**config.mk**
```make
export PLATFORM = sky130hd
export DESIGN_NAME = sha256_stream_hasher
export DESIGN_NICKNAME = d
export VERILOG_FILES = /design/src/design/sha_pkg.sv /design/src/design/sha256_stream_hasher.sv
export SDC_FILE = /design/constraint.sdc
export NUM_CORES = 2
export LEC_CHECK = 0
export BUFFER_PORTS_ARGS = -buffer_cell sky130_fd_sc_hd__clkbuf_2
export CORE_MARGIN = 4
export CORE_UTILIZATION = 58
export CTS_CLUSTER_SIZE = 28
export DETAILED_ROUTE_END_ITERATION = 16
export GPL_ROUTABILITY_DRIVEN = 0
export PLACE_DENSITY = 0.7
export SYNTH_ARGS = -nofsm -noshare
export SYNTH_HDL_FRONTEND = slang
export SYNTH_SLANG_ARGS = --single-unit
export TNS_END_PERCENT = 1
```
**constraint.sdc**
```tcl
create_clock -name i_clk -period 12.1 [get_ports i_clk]
set_input_delay 0 -clock i_clk [delete_from_list [all_inputs] [get_ports i_clk]]
set_output_delay 0 -clock i_clk [all_outputs]
set_load 0.005 [all_outputs]
```
**src/design/sha_pkg.sv**
```systemverilog
// ----------------------------------------------------------------------------
// sha_pkg
// Types, round constants and sigma functions for the SHA-256 stream hasher.
// ----------------------------------------------------------------------------
package sha_pkg;

    typedef struct packed {
        logic [7:0] data_byte;
        logic       byte_valid;
        logic       last_byte;
    } t_in_item;

    typedef struct packed {
        logic [31:0] digest_word;
        logic [2:0]  word_index;
        logic        last_word;
    } t_out_item;

    localparam logic [7:0] PAD_MARK = 8'h80;
    localparam logic [5:0] LEN_POS  = 6'd56;

    localparam logic [31:0] HASH_INIT [0:7] = '{
        32'h6a09e667, 32'hbb67ae85, 32'h3c6ef372, 32'ha54ff53a,
        32'h510e527f, 32'h9b05688c, 32'h1f83d9ab, 32'h5be0cd19
    };

    localparam logic [31:0] ROUND_K [0:63] = '{
        32'h428a2f98, 32'h71374491, 32'hb5c0fbcf, 32'he9b5dba5,
        32'h3956c25b, 32'h59f111f1, 32'h923f82a4, 32'hab1c5ed5,
        32'hd807aa98, 32'h12835b01, 32'h243185be, 32'h550c7dc3,
        32'h72be5d74, 32'h80deb1fe, 32'h9bdc06a7, 32'hc19bf174,
        32'he49b69c1, 32'hefbe4786, 32'h0fc19dc6, 32'h240ca1cc,
        32'h2de92c6f, 32'h4a7484aa, 32'h5cb0a9dc, 32'h76f988da,
        32'h983e5152, 32'ha831c66d, 32'hb00327c8, 32'hbf597fc7,
        32'hc6e00bf3, 32'hd5a79147, 32'h06ca6351, 32'h14292967,
        32'h27b70a85, 32'h2e1b2138, 32'h4d2c6dfc, 32'h53380d13,
        32'h650a7354, 32'h766a0abb, 32'h81c2c92e, 32'h92722c85,
        32'ha2bfe8a1, 32'ha81a664b, 32'hc24b8b70, 32'hc76c51a3,
        32'hd192e819, 32'hd6990624, 32'hf40e3585, 32'h106aa070,
        32'h19a4c116, 32'h1e376c08, 32'h2748774c, 32'h34b0bcb5,
        32'h391c0cb3, 32'h4ed8aa4a, 32'h5b9cca4f, 32'h682e6ff3,
        32'h748f82ee, 32'h78a5636f, 32'h84c87814, 32'h8cc70208,
        32'h90befffa, 32'ha4506ceb, 32'hbef9a3f7, 32'hc67178f2
    };

    function automatic logic [31:0] big_sigma0(input logic [31:0] x);
        return {x[1:0], x[31:2]} ^ {x[12:0], x[31:13]} ^ {x[21:0], x[31:22]};
    endfunction

    function automatic logic [31:0] big_sigma1(input logic [31:0] x);
        return {x[5:0], x[31:6]} ^ {x[10:0], x[31:11]} ^ {x[24:0], x[31:25]};
    endfunction

    function automatic logic [31:0] small_sigma0(input logic [31:0] x);
        return {x[6:0], x[31:7]} ^ {x[17:0], x[31:18]} ^ {3'b000, x[31:3]};
    endfunction

    function automatic logic [31:0] small_sigma1(input logic [31:0] x);
        return {x[16:0], x[31:17]} ^ {x[18:0], x[31:19]} ^ {10'b0, x[31:10]};
    endfunction

endpackage

```
**src/design/sha256_stream_hasher.sv**
```systemverilog
// ----------------------------------------------------------------------------
// sha256_stream_hasher
// SHA-256 over a byte stream: one byte per request, digest as eight words.
// ----------------------------------------------------------------------------
//  channel   direction  valid     stall     payload
//  input     in         i_valid   o_stall   i_data  (sha_pkg::t_in_item)
//  output    out        o_valid   i_stall   o_data  (sha_pkg::t_out_item)
//
//  a byte that does not complete a block is written into the buffer
//  the 64th byte of a block starts 64 rounds on the shared round unit,
//  one per cycle, then a fold into the hash
//  end of message: padding bytes up to the length slot at one per cycle, then
//  the length, one or two compressions, then eight digest words at one per
//  cycle while the output is not stalled
//  o_stall is high whenever the block is not idle; output stalls hold the word
//  reset (synchronous, active low) loads the initial hash and clears counters
// ----------------------------------------------------------------------------
module sha256_stream_hasher (
    input  logic                 i_clk,
    input  logic                 i_rst_n,
    input  logic                 i_valid,
    output logic                 o_stall,
    input  sha_pkg::t_in_item    i_data,
    output logic                 o_valid,
    input  logic                 i_stall,
    output sha_pkg::t_out_item   o_data
);

    typedef enum logic [2:0] {
        S_IDLE,
        S_ROUND,
        S_FOLD,
        S_PAD,
        S_OUT
    } t_state;

    t_state      r_state;
    logic [31:0] r_w    [0:15];
    logic [31:0] r_v    [0:7];
    logic [31:0] r_hash [0:7];
    logic [63:0] r_len;
    logic [5:0]  r_fill;
    logic [5:0]  r_round;
    logic        r_padding;
    logic        r_need80;
    logic        r_final;
    logic        r_out_valid;
    logic [2:0]  r_out_idx;

    logic        in_fire;
    logic [3:0]  wsel;
    logic [4:0]  bsel;
    logic [63:0] len_bits;
    logic [31:0] n_t1;
    logic [31:0] n_t2;
    logic [31:0] n_wnext;
    logic [31:0] choose;
    logic [31:0] major;

    assign o_stall  = (r_state != S_IDLE);
    assign o_valid  = r_out_valid;
    assign in_fire  = i_valid && !o_stall;
    assign wsel     = r_fill[5:2];
    // big-endian byte lane inside the word
    assign bsel     = {~r_fill[1:0], 3'b000};
    assign len_bits = {r_len[60:0], 3'b000};

    always_comb begin
        choose  = (r_v[4] & r_v[5]) ^ (~r_v[4] & r_v[6]);
        major   = (r_v[0] & r_v[1]) ^ (r_v[0] & r_v[2]) ^ (r_v[1] & r_v[2]);
        n_t1    = r_v[7] + sha_pkg::big_sigma1(r_v[4]) + choose
                  + sha_pkg::ROUND_K[r_round] + r_w[0];
        n_t2    = sha_pkg::big_sigma0(r_v[0]) + major;
        n_wnext = r_w[0] + sha_pkg::small_sigma0(r_w[1]) + r_w[9]
                  + sha_pkg::small_sigma1(r_w[14]);
    end

    always_comb begin
        o_data.digest_word = r_hash[r_out_idx];
        o_data.word_index  = r_out_idx;
        o_data.last_word   = (r_out_idx == 3'd7);
    end

    always_ff @(posedge i_clk) begin
        if (!i_rst_n) begin
            r_state     <= S_IDLE;
            r_len       <= '0;
            r_fill      <= '0;
            r_round     <= '0;
            r_padding   <= 1'b0;
            r_need80    <= 1'b0;
            r_final     <= 1'b0;
            r_out_valid <= 1'b0;
            r_out_idx   <= '0;
            for (int i = 0; i < 8; i++) begin
                r_hash[i] <= sha_pkg::HASH_INIT[i];
            end
        end else begin
            unique case (r_state)
                S_IDLE: begin
                    if (in_fire) begin
                        if (i_data.byte_valid) begin
                            r_w[wsel][bsel +: 8] <= i_data.data_byte;
                            r_len  <= r_len + 64'd1;
                            r_fill <= r_fill + 6'd1;
                        end
                        if (i_data.last_byte) begin
                            r_padding <= 1'b1;
                            r_need80  <= 1'b1;
                        end
                        if (i_data.byte_valid && r_fill == 6'd63) begin
                            r_state <= S_ROUND;
                            r_round <= '0;
                            for (int i = 0; i < 8; i++) begin
                                r_v[i] <= r_hash[i];
                            end
                        end else if (i_data.last_byte) begin
                            r_state <= S_PAD;
                        end
                    end
                end
                S_ROUND: begin
                    r_v[0] <= n_t1 + n_t2;
                    r_v[1] <= r_v[0];
                    r_v[2] <= r_v[1];
                    r_v[3] <= r_v[2];
                    r_v[4] <= r_v[3] + n_t1;
                    r_v[5] <= r_v[4];
                    r_v[6] <= r_v[5];
                    r_v[7] <= r_v[6];
                    // schedule window slides by one word per round
                    for (int i = 0; i < 15; i++) begin
                        r_w[i] <= r_w[i + 1];
                    end
                    r_w[15] <= n_wnext;
                    r_round <= r_round + 6'd1;
                    if (r_round == 6'd63) begin
                        r_state <= S_FOLD;
                    end
                end
                S_FOLD: begin
                    for (int i = 0; i < 8; i++) begin
                        r_hash[i] <= r_hash[i] + r_v[i];
                    end
                    if (r_final) begin
                        r_state     <= S_OUT;
                        r_out_valid <= 1'b1;
                        r_out_idx   <= '0;
                    end else if (r_padding) begin
                        r_state <= S_PAD;
                    end else begin
                        r_state <= S_IDLE;
                    end
                end
                S_PAD: begin
                    if (r_need80 || r_fill != sha_pkg::LEN_POS) begin
                        r_w[wsel][bsel +: 8] <= r_need80 ? sha_pkg::PAD_MARK : 8'h00;
                        r_need80 <= 1'b0;
                        r_fill   <= r_fill + 6'd1;
                        if (r_fill == 6'd63) begin
                            r_state <= S_ROUND;
                            r_round <= '0;
                            for (int i = 0; i < 8; i++) begin
                                r_v[i] <= r_hash[i];
                            end
                        end
                    end else begin
                        // length slot: bit count, big endian
                        r_w[14] <= len_bits[63:32];
                        r_w[15] <= len_bits[31:0];
                        r_fill  <= '0;
                        r_final <= 1'b1;
                        r_state <= S_ROUND;
                        r_round <= '0;
                        for (int i = 0; i < 8; i++) begin
                            r_v[i] <= r_hash[i];
                        end
                    end
                end
                S_OUT: begin
                    if (!i_stall) begin
                        if (r_out_idx == 3'd7) begin
                            r_out_valid <= 1'b0;
                            r_state     <= S_IDLE;
                            r_len       <= '0;
                            r_fill      <= '0;
                            r_padding   <= 1'b0;
                            r_final     <= 1'b0;
                            for (int i = 0; i < 8; i++) begin
                                r_hash[i] <= sha_pkg::HASH_INIT[i];
                            end
                        end else begin
                            r_out_idx <= r_out_idx + 3'd1;
                        end
                    end
                end
                default: begin
                    r_state <= S_IDLE;
                end
            endcase
        end
    end

`ifndef SYNTH
    a_out_only_in_out_state: assert property (@(posedge i_clk) disable iff (!i_rst_n)
        o_valid |-> r_state == S_OUT)
        else $error("digest word offered outside output phase");

    a_round_on_empty_buffer: assert property (@(posedge i_clk) disable iff (!i_rst_n)
        r_state == S_ROUND |-> r_fill == 6'd0)
        else $error("compression running with a partly filled buffer");

    a_full_block_compresses: assert property (@(posedge i_clk) disable iff (!i_rst_n)
        (in_fire && i_data.byte_valid && r_fill == 6'd63) |=> r_state == S_ROUND)
        else $error("full block did not start compression");

    a_restart_after_digest: assert property (@(posedge i_clk) disable iff (!i_rst_n)
        (o_valid && !i_stall && o_data.last_word) |=>
            (r_state == S_IDLE && r_len == 64'd0 && r_fill == 6'd0 && !r_padding))
        else $error("message state not cleared after last digest word");
`endif

endmodule
```
Yosys cells after proc, flatten, opt, wreduce, memory -nomap -nowiden:

Memory sizes are Yosys's and may differ from the RTL's. A register that Yosys moved wholly into a read port is not among the register bits.
Cells that the tools add are included.

* bits in registers: 86
* bits in latches: 0
* RAM bits: 1024
* bits in read-only memories: 2048
* bits of input ports: 14
* output and inout bits: 38
* memories kept: 4

* add/subtract/negate cells: 23
* multipliers: 0
* divide/modulo/power cells: 0
* magnitude comparators: 1
* equality and inequality tests: 21
* shift-type cells: 3
* multiplexer cells: 159
* bitwise operators: 93
* reductions and logical operators: 22

Memory list
* (name not given): words 64, bits a word 32, rd ports 1, clocked after memory_dff 0, write ports 0, RTL line sha256_stream_hasher.sv:72 `+ sha_pkg::ROUND_K[r_round] + r_w[0];`
* r_w: words 16, bits a word 32, rd ports 16, clocked after memory_dff 0, write ports 16, RTL line sha256_stream_hasher.sv:38 `logic [31:0] r_w [0:15];`
* r_hash: words 8, bits a word 32, rd ports 9, clocked after memory_dff 1, write ports 8, RTL line sha256_stream_hasher.sv:40 `logic [31:0] r_hash [0:7];`
* r_v: words 8, bits a word 32, rd ports 8, clocked after memory_dff 0, write ports 8, RTL line sha256_stream_hasher.sv:39 `logic [31:0] r_v [0:7];`

Operator list (number)
* two-way mux 32 bit: 48
* adder 32 bit: 18
* bitwise XOR 32 bit: 9
* two-way mux 64 bit: 4
* bitwise AND 32 bit: 5
* case mux 64 bit (2 select lines): 1
* bitwise OR 1 bit: 74
* two-way mux 1 bit: 72
* adder 64 x 1 -> 64 bit, second input constant: 1
* variable part select 8 x 7 -> 32 bit: 2
* two-way mux 6 bit: 9
* two-way mux 3 bit: 14
* case mux 6 bit (3 select lines): 2
* NOT 32 bit: 1
* OR reduction 32 bit: 1
* variable shift 8 x 7 -> 32 bit, first input constant: 1
* bitwise XOR 32 x 22 -> 32 bit: 1
* bitwise XOR 32 x 29 -> 32 bit: 1
* inequality test 2 bit, second input constant: 11
* AND reduction 4 bit: 5
* case mux 3 bit (5 select lines): 1
* AND reduction 5 bit: 3
* adder 6 x 1 -> 6 bit, second input constant: 2
* == test 6 bit, second input constant: 2
* other kinds (22): 34

Logic depth before layout (Yosys ltp):

An unclocked memory read counts as a cell.

* depth in word-level cells: 11
* mapped depth: 40

Worst setup path after synthesis:

No wires, ideal clock.

* path kind: reg2reg
* start: register r_round[0]
* end: memory r_v[0][29] (data pin)
* arrival time: 8023 ps
* path slack: 3811 ps
* stages on the path, launching flop included: 38
* period minus slack after synthesis: 8289 ps
* cell sequence: dfxtp_1 > clkinv_1 > ha_1 > clkbuf_1 > nand2_1 > o21ai_0 > a21oi_1 > mux4_2 > fa_1 > fa_1 > fa_1 > inv_1 > ha_1 > inv_1 > fa_1 > nor2b_1 > o31a_1 > o2111ai_1 > (+2 left out) > o21ai_0 > and2_1 > o21ai_0 > nand2b_1 > xnor2_1 > fa_1 > inv_1 > ha_1 > or3_1 > or3_1 > a211oi_1 > o21ai_0 > nand3_1 > o211ai_1 > a21oi_1 > o21ai_0 > xnor2_1 > o21ai_0

RTL lines
* start, declared: RTL line sha256_stream_hasher.sv:43 `logic [5:0] r_round;`
* start signal, assigned: RTL line sha256_stream_hasher.sv:136 `r_round <= r_round + 6'd1;`
* end, declared: RTL line sha256_stream_hasher.sv:39

==> results.txt <==
At the worst endpoint, the required time is 12.59 ns. Relative to the synthesized area, the layout overhead comes to 7.677%. Cells with a size suffix above 1 make up 7.382% of the layout. The number of placement rows is 130, and the total half-perimeter wirelength after legalization and detailed placement is 174,600 um. On the final layout, the worst clock skew is 0.03575 ns. The logs give 0 for the max-capacitance violation count and 0 for the total DRC errors in the routed layout.

Synthesis produced a netlist whose cell count is 7,646. The logs give 5 for the number of antenna violations at the first check in global routing and 132,900 um^2 for the die area. In this run the worst hold path is classified as in -> reg. Most common cell in the synthesized netlist: nand2_1. The worst setup path is of the reg -> reg kind. First-pass GRT wire length: 350,500 um. The initial utilization of the core area, before any placement, comes to 58.55%.

Gates resized during post-CTS repair numbered 0. Number of placed I/O pins: 52. The share of synthesized area occupied by flip-flops and latches is 42.31%.

The total detailed-routing wirelength came out at 236,600 um. On the final layout, the worst hold slack is 0.07373 ns. Dominant register cell in the synthesized netlist: edfxtp_1. For the count of antenna-violating nets left after detailed routing, the log shows 0.

The total overflow left after global routing is 0. TritonCTS built the clock tree. The H-tree was split into 3 levels. Leaving out filler cells and counting taps, the final layout contains 9,282. The period utilization came out at 80.66%.

Yosys attributes the largest share of cell area to edfxtp_1 37%, nand2_1 8.5%, ha_1 6.8%. After synthesis, the share of flip-flops with an asynchronous set or reset is 0%. The finished cells cover 79,370 um^2. The total number of vias was 59,759. When the netlist entered floorplanning its net count stood at 8,256. The critical-path maximum fanout is 15.

TritonCTS created 120 clock buffers. The actual slew at the worst max-slew pin works out to 1.327 ns. The worst setup path is launched from a flop. The data arrival at the endpoint of the critical path was 10.25 ns; the number of buffers inserted for hold repair after clock tree synthesis was 7. The floorplan step defined a core boundary enclosing 125,900 um^2. Together, buffers and inverters on the worst path number 5. The total negative slack for setup checks was 0 ns; the clock net sink count was 1,110.

In this run the biggest area consumer among cell types represents 36.50% of the synthesized area. The number of max-slew violations in the final report is 0, and the number of buffers inserted by port buffering is 51. The logs give 8,131 for the post-layout net count and 0 for the hold violation count in the final report. The kind of end point of the critical path was a flop. In this run the cell area measured after placement is 75,300 um^2. Synthesis instantiated 90 different standard cells from the library.

For this run, the number of Yosys warnings is 0. For the total setup violations reported at the end of the flow, the log shows 0. Category of cells accounting for the largest share of critical-path delay: adder cells. The die is 364.5 um wide. In this run, synthesis inferred 896 flip-flops with an integrated enable.

Dividing the detail-routed wire length by the instance count gives 25.50 um. The logs give 11 for the number of iterations in the first detailed-routing pass and 56,524 for the number of global-route vias before repair. The die outline height is 364.5 um, and the count of buffers added by post-CTS timing repair for setup is 0. The CTS root buffer is clkbuf_16.

Flip-flop and latch count after synthesis: 1,110. Ranked by instance count, the synthesized netlist is headed by 1,660 x nand2_1, 896 x edfxtp_1, 479 x o21ai_0. The worst path needs 9.760 ns of the cycle, external delays included. The average instance in the mapped netlist occupies 9.641 um^2. Counting along the longest clock path gives a buffer depth of 3. For the latest clock arrival within the worst-skew pair, the log shows 0.78 ns. The mapped cell area was 73,710 um^2. After clock tree synthesis, the clock-pin slew on the worst setup and hold paths is 0.06 ns. Using the TritonRoute via totals, the vias-per-cell ratio works out to 6.438.

Setup repair after global routing left no endpoint under its margin. Measured against its own limit, the worst slew margin works out to 10.61%. The tools report the global-route usage over all layers as 34.96%. In this design, the stage delay of the slowest critical-path cell is 0.86 ns.

The flow ran to the end, and the final reports show no timing, DRC or antenna violations. The most area-hungry cell type in the Yosys netlist is edfxtp_1. Entering global routing, the biggest net connects 236 pins. Slowest library cell on the worst path: ha_1. Timing would allow up to 0.1025 GHz. The number of placed instances with taps included was 9,040; the initial detailed-routing violation count was 7,952.
## sequential cells by signal, indices dropped and copies added, names as in the netlist, named ones only
name       flops
r_hash       256
r_v          256
r_len         61
r_state        3
r_out_idx      3
r_round        6
r_need80       1
r_w          512
r_padding      1
r_fill         6
o_valid        1
r_final        1
## metrics by stage
| stage | util (%) | setup slack, ns |
|---|---|---|
| floorplan | - | 3.811 |
| global placement | 59.81 | 2.710 |
| detailed placement | 59.81 | 2.626 |
| CTS | 63.03 | 2.581 |
| global route | 63.04 | 1.794 |
| finish | 63.05 | 2.340 |
## placed cells by master, fill, tap and decap left out, types with 72 or more instances in the layout
| master | instances |
|---|---|
| mux4_2 | 72 |
| buf_4 | 86 |
| nand3_1 | 131 |
| nor2_1 | 379 |
| fa_1 | 195 |
| nor3_1 | 129 |
| ha_1 | 401 |
| inv_1 | 334 |
| mux2_2 | 117 |
| nand2_1 | 1656 |
| xnor2_1 | 370 |
| edfxtp_1 | 896 |
| a21oi_1 | 431 |
| o21ai_0 | 478 |
| clkbuf_16 | 123 |
| dfxtp_1 | 208 |
| xor2_1 | 233 |
| a21o_1 | 244 |
## final cells by class
class / count / area, um^2
Antenna cell: 5 / 12.51
Clock buffer: 164 / 3342
Inverter: 338 / 1271
Tap cell: 1650 / 2064
Timing Repair Buffer: 147 / 1003
Fill cell: 10264 / 46520
Sequential cell: 1110 / 31210
Clock inverter: 64 / 634.4
Multi-Input combinational cell: 5804 / 39840
## worst min-delay path, stage by stage
cell and delay (ns):
clkbuf_2 0.17, mux2i_1 0.13, nor3_1 0.27, a221o_1 0.16
## kinds of logic (layout without fill, tap and decap cells)
family | after synthesis | count (layout) | share of synthesized area [%]
xor gates and xnor gates | 603 | 603 | 7.165
buffers and inverters | 732 | 713 | 3.755
other | 0 | 5 | 0
and+or+nand+nor | 2709 | 2709 | 15.84
adders and majority gates | 599 | 599 | 12.14
AOI/OAI and AO/OA | 1666 | 1666 | 14.28
DFF | 1110 | 1110 | 42.31
muxes | 227 | 227 | 4.503
## metal layers
layer	wire (um)	GRT usage, %	vias to the layer above
li1	-	-	26802
met1	88750	44.38	28755
met2	106800	55.55	3337
met3	21970	6.310	863
met4	19070	22.25	2
met5	16	0	-
## path summary, 6_finish.rpt
kind | to | cells past startpoint | start | slack, ns
setup / recovery | r_v[0][29] | 38 | r_round[0] | 2.34
hold / removal | r_w[15][15] | 4 | i_data[9] | 0.07
setup reg to reg | r_v[0][29] | 38 | r_round[0] | 2.34
hold reg to reg | r_padding | 2 | r_padding | 0.47
Power is not shown: default switching activity piles up to over one toggle a cycle in this logic, so the estimate is an artifact.
